`src/sv/ecal_pkg.sv`:
```
// Shared constants, types and the month table for the epoch-to-calendar converter.
`timescale 1ns / 1ps

package ecal_pkg;

    // Field widths
    localparam int SEC_W  = 32;
    localparam int STAGES = 9;

    // Calendar constants (day 0 of the shifted count is 0000-03-01)
    localparam logic [15:0] ERA5_DAY   = 16'd11017;   // first epoch day of era 5
    localparam logic [17:0] ERA4_SHIFT = 18'd135080;  // epoch day to day of era 4
    localparam logic [17:0] ERA_LAST   = 18'd146096;
    localparam logic [17:0] CENT_DAYS  = 18'd36524;
    localparam logic [15:0] WDAY_SHIFT = 16'd4;
    localparam logic [9:0]  DAY_HI_DIV = 10'd675;     // 86400 / 128
    localparam logic [11:0] SECS_HOUR  = 12'd3600;
    localparam logic [6:0]  SECS_MIN   = 7'd60;
    localparam logic [8:0]  MAR_DEC    = 9'd306;
    localparam logic [8:0]  JAN_FEB    = 9'd59;

    // Round-up reciprocals: floor(x / d) == (x * M) >> K for the listed x range
    localparam logic [25:0] M_DAY  = 26'd50903317;  // x < 2^25, d = 675, K = 35
    localparam logic [13:0] M_HOUR = 14'd9321;      // x < 2^13, d = 225, K = 21
    localparam logic [10:0] M_MIN  = 11'd1093;      // x < 2^10, d = 15,  K = 14
    localparam logic [16:0] M_WEEK = 17'd74899;     // x < 2^16, d = 7,   K = 19
    localparam logic [16:0] M_QUAD = 17'd91930;     // x < 2^16, d = 365, K = 25
    localparam logic [18:0] M_YEAR = 19'd367720;    // x < 2^18, d = 365, K = 27
    localparam logic [9:0]  M_CENT = 10'd656;       // x < 2^9,  d = 100, K = 16
    localparam logic [11:0] M_MON  = 12'd3427;      // x < 2^11, d = 153, K = 19

    // Pipeline control between flow unit and datapath
    typedef struct packed {
        logic [STAGES-1:0] load;
        logic [STAGES-1:0] valid;
    } t_flow;

    // First March-based day of each month, (153 * m + 2) / 5
    function automatic logic [8:0] month_start(input logic [3:0] m);
        logic [8:0] s;
        case (m)
            4'd0:    s = 9'd0;
            4'd1:    s = 9'd31;
            4'd2:    s = 9'd61;
            4'd3:    s = 9'd92;
            4'd4:    s = 9'd122;
            4'd5:    s = 9'd153;
            4'd6:    s = 9'd184;
            4'd7:    s = 9'd214;
            4'd8:    s = 9'd245;
            4'd9:    s = 9'd275;
            4'd10:   s = 9'd306;
            4'd11:   s = 9'd337;
            default: s = 9'd0;
        endcase
        return s;
    endfunction

endpackage

```
`src/sv/ecal_in_if.sv`:
```
// Input channel: one epoch timestamp per transfer.
`timescale 1ns / 1ps

interface ecal_in_if;
    logic                       valid;
    logic                       ready;
    logic [ecal_pkg::SEC_W-1:0] epoch_seconds;

    modport source (output valid, output epoch_seconds, input ready);
    modport sink   (input valid, input epoch_seconds, output ready);
endinterface

```
`src/sv/ecal_out_if.sv`:
```
// Output channel: one broken-down UTC date and time per transfer.
`timescale 1ns / 1ps

interface ecal_out_if;
    logic       valid;
    logic       ready;
    logic [5:0] second;
    logic [5:0] minute;
    logic [4:0] hour;
    logic [2:0] weekday;
    logic [8:0] day_of_year;
    logic [7:0] years_since_1900;
    logic [3:0] month_index;
    logic [4:0] day_of_month;

    modport source (output valid, output second, output minute, output hour,
                    output weekday, output day_of_year, output years_since_1900,
                    output month_index, output day_of_month, input ready);
    modport sink   (input valid, input second, input minute, input hour,
                    input weekday, input day_of_year, input years_since_1900,
                    input month_index, input day_of_month, output ready);
endinterface

```
`src/sv/epoch_seconds_to_calendar.sv`:
```
// Top level: nine-stage converter from epoch seconds to UTC calendar fields.
// Throughput: one timestamp per cycle unless the output stalls a full pipe; each stage
// holds only a few constant multiplies side by side, so a new item may enter every cycle.
// Empty stages fill while the output is stalled; a full pipe holds in place.
// Reset (synchronous, active low) clears all valid bits; data is not reset.
`timescale 1ns / 1ps

module epoch_seconds_to_calendar (
    input  logic          i_clk,
    input  logic          i_rst_n,
    ecal_in_if.sink       i_in,
    ecal_out_if.source    o_out
);

    typedef struct packed {
        logic [31:0] t;
        logic [15:0] d;        // days since 1970-01-01
        logic [9:0]  sod_hi;   // seconds of day / 128
        logic [6:0]  lo7;
        logic        era5;
        logic [17:0] eday;
        logic [15:0] wdx;
        logic [4:0]  hour;
        logic [6:0]  a;
        logic [2:0]  b;
        logic        c;
        logic [12:0] wq;
        logic [17:0] n;
        logic [11:0] mrem;
        logic [2:0]  wd;
        logic [8:0]  eyear;
        logic [5:0]  minute;
        logic [1:0]  e100;
        logic [17:0] ybase;
        logic [5:0]  second;
        logic [8:0]  yday;
        logic        leap;
        logic [3:0]  mon0;
        logic [3:0]  month;
        logic [4:0]  mday;
        logic [8:0]  doy;
        logic [7:0]  ys;
    } t_pipe;

    ecal_pkg::t_flow ctl;
    t_pipe           r_p [ecal_pkg::STAGES];
    t_pipe           n_p [ecal_pkg::STAGES];

    ecal_flow u_flow (
        .i_clk       (i_clk),
        .i_rst_n     (i_rst_n),
        .i_in_valid  (i_in.valid),
        .i_out_ready (o_out.ready),
        .o_ctl       (ctl)
    );

    assign i_in.ready = ctl.load[0];

    // Stage 0: day count = t / 86400 = (t >> 7) / 675
    always_comb begin
        logic [50:0] p;
        n_p[0]   = '0;
        n_p[0].t = i_in.epoch_seconds;
        p        = 51'(i_in.epoch_seconds[31:7]) * 51'(ecal_pkg::M_DAY);
        n_p[0].d = p[50:35];
    end

    // Stage 1: seconds of day, era select, day of era, weekday operand
    always_comb begin
        logic [24:0] x;
        x             = r_p[0].t[31:7];
        n_p[1]        = r_p[0];
        n_p[1].sod_hi = 10'(x - 25'(r_p[0].d) * 25'(ecal_pkg::DAY_HI_DIV));
        n_p[1].lo7    = r_p[0].t[6:0];
        n_p[1].era5   = r_p[0].d >= ecal_pkg::ERA5_DAY;
        n_p[1].eday   = (r_p[0].d >= ecal_pkg::ERA5_DAY)
                      ? 18'(r_p[0].d) - 18'(ecal_pkg::ERA5_DAY)
                      : 18'(r_p[0].d) + ecal_pkg::ERA4_SHIFT;
        n_p[1].wdx    = r_p[0].d + ecal_pkg::WDAY_SHIFT;
    end

    // Stage 2: hour, leap-day corrections, weekday quotient
    always_comb begin
        logic [26:0] ph;
        logic [32:0] pq;
        logic [32:0] pw;
        n_p[2]      = r_p[1];
        ph          = 27'({r_p[1].sod_hi, r_p[1].lo7[6:4]}) * 27'(ecal_pkg::M_HOUR);
        n_p[2].hour = ph[25:21];
        pq          = 33'(r_p[1].eday[17:2]) * 33'(ecal_pkg::M_QUAD);
        n_p[2].a    = pq[31:25];
        n_p[2].b    = 3'(r_p[1].eday >= ecal_pkg::CENT_DAYS)
                    + 3'(r_p[1].eday >= 18'(2 * 36524))
                    + 3'(r_p[1].eday >= 18'(3 * 36524))
                    + 3'(r_p[1].eday >= 18'(4 * 36524));
        n_p[2].c    = r_p[1].eday == ecal_pkg::ERA_LAST;
        pw          = 33'(r_p[1].wdx) * 33'(ecal_pkg::M_WEEK);
        n_p[2].wq   = pw[31:19];
    end

    // Stage 3: year numerator, seconds within hour, weekday
    always_comb begin
        logic [16:0] sod;
        sod         = {r_p[2].sod_hi, r_p[2].lo7};
        n_p[3]      = r_p[2];
        n_p[3].n    = r_p[2].eday - 18'(r_p[2].a) + 18'(r_p[2].b) - 18'(r_p[2].c);
        n_p[3].mrem = 12'(sod - 17'(r_p[2].hour) * 17'(ecal_pkg::SECS_HOUR));
        n_p[3].wd   = 3'(r_p[2].wdx - 16'(r_p[2].wq) * 16'd7);
    end

    // Stage 4: year of era, minute
    always_comb begin
        logic [36:0] py;
        logic [20:0] pm;
        n_p[4]        = r_p[3];
        py            = 37'(r_p[3].n) * 37'(ecal_pkg::M_YEAR);
        n_p[4].eyear  = py[35:27];
        pm            = 21'(r_p[3].mrem[11:2]) * 21'(ecal_pkg::M_MIN);
        n_p[4].minute = pm[19:14];
    end

    // Stage 5: century count, start of year within era, second
    always_comb begin
        logic [18:0] pc;
        n_p[5]        = r_p[4];
        pc            = 19'(r_p[4].eyear) * 19'(ecal_pkg::M_CENT);
        n_p[5].e100   = pc[17:16];
        n_p[5].ybase  = 18'(r_p[4].eyear) * 18'd365 + 18'(r_p[4].eyear[8:2]);
        n_p[5].second = 6'(r_p[4].mrem
                      - 12'(r_p[4].minute) * 12'(ecal_pkg::SECS_MIN));
    end

    // Stage 6: March-based day of year, leap flag of the era year
    always_comb begin
        n_p[6]      = r_p[5];
        n_p[6].yday = 9'(r_p[5].eday - r_p[5].ybase + 18'(r_p[5].e100));
        n_p[6].leap = ((r_p[5].eyear[1:0] == 2'd0)
                       && (r_p[5].eyear != 9'(r_p[5].e100) * 9'd100))
                    || (r_p[5].eyear == 9'd0);
    end

    // Stage 7: March-based month
    always_comb begin
        logic [10:0] num;
        logic [22:0] pmo;
        n_p[7]      = r_p[6];
        num         = 11'(r_p[6].yday) * 11'd5 + 11'd2;
        pmo         = 23'(num) * 23'(ecal_pkg::M_MON);
        n_p[7].mon0 = pmo[22:19];
    end

    // Stage 8: calendar month, day of month, year, day of year
    always_comb begin
        logic jan;
        jan          = r_p[7].mon0 >= 4'd10;
        n_p[8]       = r_p[7];
        n_p[8].month = jan ? r_p[7].mon0 - 4'd10 : r_p[7].mon0 + 4'd2;
        n_p[8].mday  = 5'(r_p[7].yday - ecal_pkg::month_start(r_p[7].mon0) + 9'd1);
        n_p[8].ys    = r_p[7].era5
                     ? 8'(10'(r_p[7].eyear) + 10'd100 + 10'(jan))
                     : 8'(10'(r_p[7].eyear) - 10'd300 + 10'(jan));
        n_p[8].doy   = (r_p[7].yday >= ecal_pkg::MAR_DEC)
                     ? r_p[7].yday - ecal_pkg::MAR_DEC
                     : r_p[7].yday + ecal_pkg::JAN_FEB + 9'(r_p[7].leap);
    end

    // Stage registers
    for (genvar g = 0; g < ecal_pkg::STAGES; g++) begin : g_stage
        always_ff @(posedge i_clk) begin
            if (ctl.load[g]) begin
                r_p[g] <= n_p[g];
            end
        end
    end

    // Result transfer
    assign o_out.valid            = ctl.valid[ecal_pkg::STAGES-1];
    assign o_out.second           = r_p[ecal_pkg::STAGES-1].second;
    assign o_out.minute           = r_p[ecal_pkg::STAGES-1].minute;
    assign o_out.hour             = r_p[ecal_pkg::STAGES-1].hour;
    assign o_out.weekday          = r_p[ecal_pkg::STAGES-1].wd;
    assign o_out.day_of_year      = r_p[ecal_pkg::STAGES-1].doy;
    assign o_out.years_since_1900 = r_p[ecal_pkg::STAGES-1].ys;
    assign o_out.month_index      = r_p[ecal_pkg::STAGES-1].month;
    assign o_out.day_of_month     = r_p[ecal_pkg::STAGES-1].mday;

`ifndef SYNTHESIS
    // Input only backs up when the output is holding a result
    a_stall_src: assert property (@(posedge i_clk) disable iff (!i_rst_n)
        !i_in.ready |-> (o_out.valid && !o_out.ready))
        else $error("input stalled without output back-pressure");

    // An accepted timestamp occupies the first stage
    a_enter: assert property (@(posedge i_clk) disable iff (!i_rst_n)
        (i_in.valid && i_in.ready) |=> ctl.valid[0])
        else $error("accepted item lost at pipeline entry");

    // Time-of-day and weekday fields stay in range
    a_time_rng: assert property (@(posedge i_clk) disable iff (!i_rst_n)
        o_out.valid |-> (o_out.hour < 5'd24 && o_out.minute < 6'd60
                         && o_out.second < 6'd60 && o_out.weekday < 3'd7))
        else $error("time-of-day field out of range");

    // Date fields stay in range
    a_date_rng: assert property (@(posedge i_clk) disable iff (!i_rst_n)
        o_out.valid |-> (o_out.month_index < 4'd12 && o_out.day_of_month != 5'd0
                         && o_out.day_of_year < 9'd366
                         && o_out.years_since_1900 >= 8'd70
                         && o_out.years_since_1900 <= 8'd206))
        else $error("date field out of range");
`endif

endmodule

```
`src/sv/ecal_flow.sv`:
```
// Valid tracking and per-stage load enables for the converter pipeline.
`timescale 1ns / 1ps

module ecal_flow (
    input  logic            i_clk,
    input  logic            i_rst_n,
    input  logic            i_in_valid,
    input  logic            i_out_ready,
    output ecal_pkg::t_flow o_ctl
);

    logic [ecal_pkg::STAGES-1:0] r_vld;
    logic [ecal_pkg::STAGES-1:0] n_vld;
    logic [ecal_pkg::STAGES-1:0] rdy;

    // A stage loads when it is empty or its content moves on; bubbles collapse
    always_comb begin
        rdy[ecal_pkg::STAGES-1] = !r_vld[ecal_pkg::STAGES-1] || i_out_ready;
        for (int i = ecal_pkg::STAGES - 2; i >= 0; i--) begin
            rdy[i] = !r_vld[i] || rdy[i+1];
        end
    end

    // Valid bits follow the data
    always_comb begin
        n_vld[0] = i_in_valid;
        for (int i = 1; i < ecal_pkg::STAGES; i++) begin
            n_vld[i] = r_vld[i-1];
        end
    end

    always_ff @(posedge i_clk) begin
        if (!i_rst_n) begin
            r_vld <= '0;
        end else begin
            for (int i = 0; i < ecal_pkg::STAGES; i++) begin
                if (rdy[i]) begin
                    r_vld[i] <= n_vld[i];
                end
            end
        end
    end

    assign o_ctl.load  = rdy;
    assign o_ctl.valid = r_vld;

endmodule
```
`src/flat_wrapper.sv`:
```
// flat-port wrapper written by rule: the top's interface ports become plain ports
module epoch_seconds_to_calendar_flat 
  (i_clk, i_rst_n, i_in_valid, i_in_epoch_seconds, i_in_ready, o_out_valid, o_out_second, o_out_minute, o_out_hour, o_out_weekday, o_out_day_of_year, o_out_years_since_1900, o_out_month_index, o_out_day_of_month, o_out_ready);
  ecal_in_if i_in_i ();
  ecal_out_if o_out_i ();
  input  logic i_clk;
  input  logic i_rst_n;
  input wire logic [$bits(i_in_i.valid)-1:0] i_in_valid;
  input wire logic [$bits(i_in_i.epoch_seconds)-1:0] i_in_epoch_seconds;
  output wire logic [$bits(i_in_i.ready)-1:0] i_in_ready;
  output wire logic [$bits(o_out_i.valid)-1:0] o_out_valid;
  output wire logic [$bits(o_out_i.second)-1:0] o_out_second;
  output wire logic [$bits(o_out_i.minute)-1:0] o_out_minute;
  output wire logic [$bits(o_out_i.hour)-1:0] o_out_hour;
  output wire logic [$bits(o_out_i.weekday)-1:0] o_out_weekday;
  output wire logic [$bits(o_out_i.day_of_year)-1:0] o_out_day_of_year;
  output wire logic [$bits(o_out_i.years_since_1900)-1:0] o_out_years_since_1900;
  output wire logic [$bits(o_out_i.month_index)-1:0] o_out_month_index;
  output wire logic [$bits(o_out_i.day_of_month)-1:0] o_out_day_of_month;
  input wire logic [$bits(o_out_i.ready)-1:0] o_out_ready;
  assign i_in_i.valid = i_in_valid;
  assign i_in_i.epoch_seconds = i_in_epoch_seconds;
  assign i_in_ready = i_in_i.ready;
  assign o_out_valid = o_out_i.valid;
  assign o_out_second = o_out_i.second;
  assign o_out_minute = o_out_i.minute;
  assign o_out_hour = o_out_i.hour;
  assign o_out_weekday = o_out_i.weekday;
  assign o_out_day_of_year = o_out_i.day_of_year;
  assign o_out_years_since_1900 = o_out_i.years_since_1900;
  assign o_out_month_index = o_out_i.month_index;
  assign o_out_day_of_month = o_out_i.day_of_month;
  assign o_out_i.ready = o_out_ready;
  epoch_seconds_to_calendar u_core (.i_clk(i_clk), .i_rst_n(i_rst_n), .i_in(i_in_i), .o_out(o_out_i));
endmodule
```
`config.mk`:
```
export PLATFORM = sky130hd
export DESIGN_NAME = epoch_seconds_to_calendar_flat
export DESIGN_NICKNAME = d
export VERILOG_FILES = /design/src/sv/ecal_pkg.sv /design/src/sv/ecal_in_if.sv /design/src/sv/ecal_out_if.sv /design/src/sv/epoch_seconds_to_calendar.sv /design/src/sv/ecal_flow.sv /design/src/flat_wrapper.sv
export SDC_FILE = /design/constraint.sdc
export NUM_CORES = 2
export LEC_CHECK = 0
export BUFFER_PORTS_ARGS = -buffer_cell sky130_fd_sc_hd__buf_2
export CAP_MARGIN = 20
export CORE_MARGIN = 4
export CORE_UTILIZATION = 40
export DETAILED_ROUTE_END_ITERATION = 12
export HOLD_SLACK_MARGIN = 0.02
export SYNTH_ARGS = -nofsm -noshare
export SYNTH_HDL_FRONTEND = slang
export SYNTH_HIERARCHICAL = 1
export SYNTH_SLANG_ARGS = --single-unit
```
`constraint.sdc`:
```
create_clock -name i_clk -period 7.43 [get_ports i_clk]
set_input_delay 1.1145 -clock i_clk [delete_from_list [all_inputs] [get_ports i_clk]]
set_output_delay 1.1145 -clock i_clk [all_outputs]
set_load 0.03 [all_outputs]
```
==> Word level (Yosys, flattened, before mapping) <==
Memories as Yosys holds them, arrays and structs flattened.
Cells that the tools add are included.
{ "op_classes": {"n_mul": 15, "n_mux": 22, "n_reduce_logical": 22, "n_eq_ne": 2, "n_addsub": 28, "magnitude_cmp": 7} }
{ "ops": {"columns": ["operator", "count"], "rows": [
  ["25-bit by 26-bit multiplier with 51-bit output, second input constant", 1],
  ["18-bit by 17-bit >= comparator with 1-bit output, second input constant", 2],
  ["18-bit by 16-bit multiplier with 33-bit output, second input constant", 1],
  ["16-bit by 17-bit multiplier with 32-bit output, second input constant", 1],
  ["16-bit by 16-bit multiplier with 31-bit output, second input constant", 1],
  ["13-bit by 14-bit multiplier with 26-bit output, second input constant", 1],
  ["11-bit by 12-bit multiplier with 23-bit output, second input constant", 1],
  ["10-bit by 11-bit multiplier with 20-bit output, second input constant", 1],
  ["16-bit by 18-bit adder with 18-bit output, second input constant", 1],
  ["18-bit by 3-bit adder with 18-bit output", 1],
  ["18-bit by 7-bit adder with 18-bit output", 1],
  ["18-bit equality test, second input constant", 1],
  ["18-bit by 16-bit >= comparator with 1-bit output, second input constant", 1],
  ["18-bit >= comparator, second input constant", 1],
  ["9-bit by 9-bit multiplier with 18-bit output, second input constant", 1],
  ["1-bit two-way mux", 18],
  ["18-bit two-way mux", 1],
  ["18-bit by 1-bit subtractor with 18-bit output", 1],
  ["18-bit by 7-bit subtractor with 18-bit output", 1],
  ["16-bit by 14-bit subtractor with 17-bit output, second input constant", 1],
  ["16-bit by 3-bit adder with 16-bit output, second input constant", 1],
  ["8-bit by 1-bit adder with 8-bit output", 2],
  ["16-bit by 14-bit >= comparator with 1-bit output, second input constant", 1],
  ["16-bit by 10-bit multiplier with 10-bit output, second input constant", 1],
  ["35 further kinds", 53]
]} }
{ "word_totals": {"mem_bits_rw": 2187, "reg_bits": 9, "n_memories": 2, "mem_bits_ro": 144} }
{ "mem_list": {"columns": ["memory", "depth", "width", "read_ports", "rd_clocked_by_memory_dff", "write_ports", "line_no", "source"], "rows": [
  ["u_core.r_p", 9, 243, 9, 0, 9, "epoch_seconds_to_calendar.sv:46", "t_pipe r_p [ecal_pkg::STAGES];"],
  ["(no name shown)", 16, 9, 1, 0, 0, "ecal_pkg.sv:41", "case (m)"]
]} }

==> Longest topological paths before layout <==
{ "logic_depth": {"ltp_word": 12, "ltp_mapped": 30} }

==> By module <==
Netlist, hierarchy kept.
{ "by_module_without_submodules": {"columns": ["module", "seq_area_each_um2", "instances", "cells_each", "area_each_um2"], "rows": [
  ["epoch_seconds_to_calendar", 12101.6, 1, 3885, 45372.3],
  ["ecal_flow", 180.2, 1, 43, 369.1]
]} }

==> Worst setup path after synthesis <==
Ideal clock, no wire load.
{ "synth_path": {"path_type": "input port to flip-flop", "startpoint": "input port i_in_epoch_seconds[23]", "endpoint": "memory u_core/r_p[0][210] in the netlist's numbering (data pin)", "setup_slack_ns": 0.818, "required_ns": 7.171, "arrival_ns": 6.354, "stages": 20, "path_cell_list": "fa_1 ha_1 fa_1 inv_1 fa_1 inv_1 fa_1 inv_1 fa_1 fa_1 inv_1 ha_1 o21a_1 o21bai_1 a21oi_1 o21ai_0 a21oi_2 a41oi_2 o31a_1 a211o_1"} }
{ "synth_lines": {"columns": ["element", "line_no", "source"], "rows": [
  ["start, declared", "flat_wrapper.sv:9", "input wire logic [$bits(i_in_i.epoch_seconds)-1:0] i_in_epoch_seconds;"],
  ["end, declared", "epoch_seconds_to_calendar.sv:46", null]
]} }

==> impl_metrics.py <==
metrics = {
    "clock_tree": {
        "maximum_root_to_sink_buffer_count": 3,
        "cts_max_level": 2,
        "numCtsBuffers": 47,
        "cts-root-buf": "clkbuf_16",
        "worst_skew_pair.late_latency_ns": 0.59,
        "numClockSinks": 412,
        "tritoncts": "done",
        "worst_setup_hold_path_clk_slew_ns": 0.06,
    },
    "setup_path": {
        "worst-r2r-cell-count": 27,
        "worst-setup-path-type": "flop to flop",
        "cp-endpoint": "u_core/r_p[7][28]$_DFFE_PP_",
        "crit_arrival_ns": 7.22,
        "r2r-end": "u_core/r_p[7][28]$_DFFE_PP_",
        "data_required_time_at_the_worst_endpoint_ns": 7.72,
        "setup_slack_of_the_most_critical_reg_to_reg_path_ns": 0.50,
        "worst_setup_path_start_kind": "flop",
        "end_kind": "flop",
        "regToRegStartpoint": "u_core/r_p[6][32]$_DFFE_PP_",
        "critical_path_peak_fanout": 4,
        "setup.worst_path.start": "u_core/r_p[6][32]$_DFFE_PP_",
    },
    "min_path": {
        "hold-path-cell-count": 0,
        "timing.hold.worst.class": "flop to flop",
    },
    "floorplanning": {
        "fp.dieW_um": 346,
        "floorplan.die_area_mm2": 0.120,
        "io_pins": 84,
        "start_util": 0.405,
        "coreArea_mm2": 0.113,
        "core.rowCount": 123,
        "die_height_um": 346,
    },
    "status": {
        "outcome": "finished, final reports clean",
    },
    "global_routing": {
        "grt_pass1_wl_um": 146000,
        "grt_usage": 0.149,
        "gr-total-overflow": 0,
        "grt_antenna_before_repair": 1,
        "maximum_number_of_pins_on_one_net_before_global_route_repair": 53,
        "number_of_global_route_vias_before_repair": 28687,
    },
    "yosys": {
        "synth.cells.most_frequent": "ha_1 (1050), inv_1 (1002), fa_1 (529)",
        "synth.lib_cells_used.distinct": 76,
        "synth_top_flop_cell": "edfxtp_1",
        "post_synth_instance_area_mm2": 0.0457,
        "synth_enable_flop_cells": 403,
        "yosysWarnings": 6,
        "synth.net_count": 5543,
        "synth_largest_area_cell": "ha_1",
        "fraction_of_the_mapped_netlist_area_in_simple_logic_gates": 0.0371,
        "yosys-mux-area-fraction": 0.000656,
        "xor_xnor_cell_area_share_of_the_yosys_netlist": 0.0375,
        "synth.most_common_cell": "ha_1",
        "post_synth_fa_ha_maj_area_fraction": 0.519,
        "ys_top_cells_by_area": "ha_1 (29%), edfxtp_1 (26%), fa_1 (23%), inv_1 (8.2%), xnor2_1 (2.8%)",
        "synth_compound_gate_area_share": 0.0534,
        "postSynthRegisterBits": 412,
        "syn-instance-count": 3928,
        "proportion_of_netlist_area_held_by_the_largest_area_contributor": 0.287,
        "synth_top_family_by_area": "adder cells",
        "share_of_the_yosys_chip_area_belonging_to_registers": 0.269,
        "synth.avg_cell_area_um2": 11.6,
        "ys_async_sr_fraction": 0,
    },
    "finish": {
        "final_area_mm2": 0.0499,
        "area.growth.synth_to_final_pct": 9.01,
        "drive_gt1_frac": 0.0541,
        "final_util": 0.441,
        "nets": 5682,
        "antenna-diode-count": 0,
    },
    "timing": {
        "rsz0062_at_grt": "false",
        "report.final.slew_viol_count": 0,
        "timing.final.crit_share": 0.933,
        "finClkSkew_ns": 0.0490,
        "max_slew_margin": 0.336,
        "setup_viol": 0,
        "final.min_clock_period_ns": 6.93,
        "fin_tns_setup_ns": 0,
        "max_slew.worst_pin.slew_ns": 0.994,
        "final-hold-violation-count": 0,
        "fmaxAchievable_ghz": 0.144,
    },
    "placement": {
        "placement.cell_area_mm2": 0.0481,
        "gp_congestion": 0.859,
        "dp_hpwl_um": 73200,
        "placement.io_buffers": 83,
    },
    "detailed_routing": {
        "drtIter0Drc": 980,
        "detailroute.via_count": 26397,
        "postRouteAntennaNets": 0,
        "dr.pass1.iters": 7,
        "dr_drc_count": 0,
        "detail_route.wl_per_cell_um": 15.4,
        "finalWirelength_um": 86400,
        "vias_per_cell": 4.71,
    },
    "job": {
        "maxCapViolCount": 0,
    },
}
-- final cells by class --
cell class | count | area, um2
well taps | 1500 | 1880
inverters | 1005 | 3770
fillers | 10494 | 63100
repair buffers | 108 | 628
clock inverters | 32 | 403
multi-input cells | 2493 | 29700
flip-flops and latches | 412 | 12300
clock buffers | 54 | 1240
-- state kept, by name, indices dropped and copies added, names as in the netlist --
register and cells:
u_core/u_flow/r_vld 9, u_core/r_p 403
-- logic make-up (layout without fill, tap and decap cells) --
logic type,Yosys count,in the layout
flops,412,412
buf+inv,1023,1199
xor+xnor,196,196
simple gates,340,340
compound gates,375,375
mux,3,3
fa+ha+maj,1579,1579
-- how the worst min path moves through the flow --
stage / from / endpoint / slack, ns
after detailed placement: u_core/r_p[1][212]$_DFFE_PP_ / u_core/r_p[2][212]$_DFFE_PP_ / 0.40
after floorplan: u_core/r_p[0][211]$_DFFE_PP_ / u_core/r_p[1][211]$_DFFE_PP_ / 0.40
final: u_core/r_p[6][30]$_DFFE_PP_ / u_core/r_p[7][30]$_DFFE_PP_ / 0.38
after CTS: u_core/r_p[6][30]$_DFFE_PP_ / u_core/r_p[7][30]$_DFFE_PP_ / 0.37
after global placement: u_core/r_p[4][138]$_DFFE_PP_ / u_core/r_p[5][138]$_DFFE_PP_ / 0.40
after global routing: u_core/r_p[6][30]$_DFFE_PP_ / u_core/r_p[7][30]$_DFFE_PP_ / 0.39
-- cell usage in the layout, fill, tap and decap left out, types with 34 or more instances in the layout --
| cell | count |
|---|---|
| edfxtp_1 | 403 |
| o21ai_0 | 67 |
| nand2_1 | 75 |
| ha_1 | 1050 |
| nand3_1 | 38 |
| inv_1 | 1002 |
| fa_1 | 529 |
| clkbuf_16 | 48 |
| nor2_1 | 83 |
| buf_2 | 83 |
| xor2_1 | 51 |
| xnor2_1 | 143 |
| a21o_1 | 61 |
| nor3_1 | 34 |
| a21oi_1 | 112 |
-- per-stage QoR --
| step | hold WS, ns | cells | worst slack [ns] |
|---|---|---|---|
| floorplan | 0.400 | 3928 | 0.818 |
| global placement | 0.400 | 5514 | 0.0929 |
| detailed placement | 0.405 | 5514 | 0.0173 |
| CTS | 0.374 | 5600 | 0.335 |
| global route | 0.387 | 5604 | 0.0378 |
| finish | 0.379 | 5604 | 0.501 |
-- metal layers --
metal  up-vias  global-route usage  wire (um)
li1      13132                   -          -
met1     12865               0.196      39800
met2       306               0.267      42700
met3        94              0.0166       2330
met4         0              0.0277       1620
met5         -                   0          0
-- what timing repair did --
action                     4_1_cts  5_1_grt
setup endpoints to repair        0        2
hold endpoints to repair         0        0
buffers inserted                 0        2
hold buffers                     0        0
gates resized for setup          0        4
-- critical path, cell delays in order, from the launching register on --
cell and delay, ns:
edfxtp_1 0.42, ha_1 0.32, ha_1 0.34, o211a_1 0.15, o21a_1 0.20, o21a_1 0.20
o21a_1 0.18, o21ai_0 0.16, nand2b_1 0.12, a21oi_2 0.22, o21bai_1 0.12, xor2_2 0.18
ha_1 0.34, inv_1 0.10, fa_1 0.46, fa_1 0.43, fa_1 0.43, fa_1 0.51
inv_1 0.04, ha_1 0.29, a21o_1 0.16, a21oi_1 0.14, o21ai_0 0.12, o41a_1 0.43
a41oi_2 0.23, nand2b_1 0.10, a21oi_1 0.18, xnor2_1 0.08
Power is not shown: default switching activity piles up to over one toggle a cycle in this logic, so the estimate is an artifact.
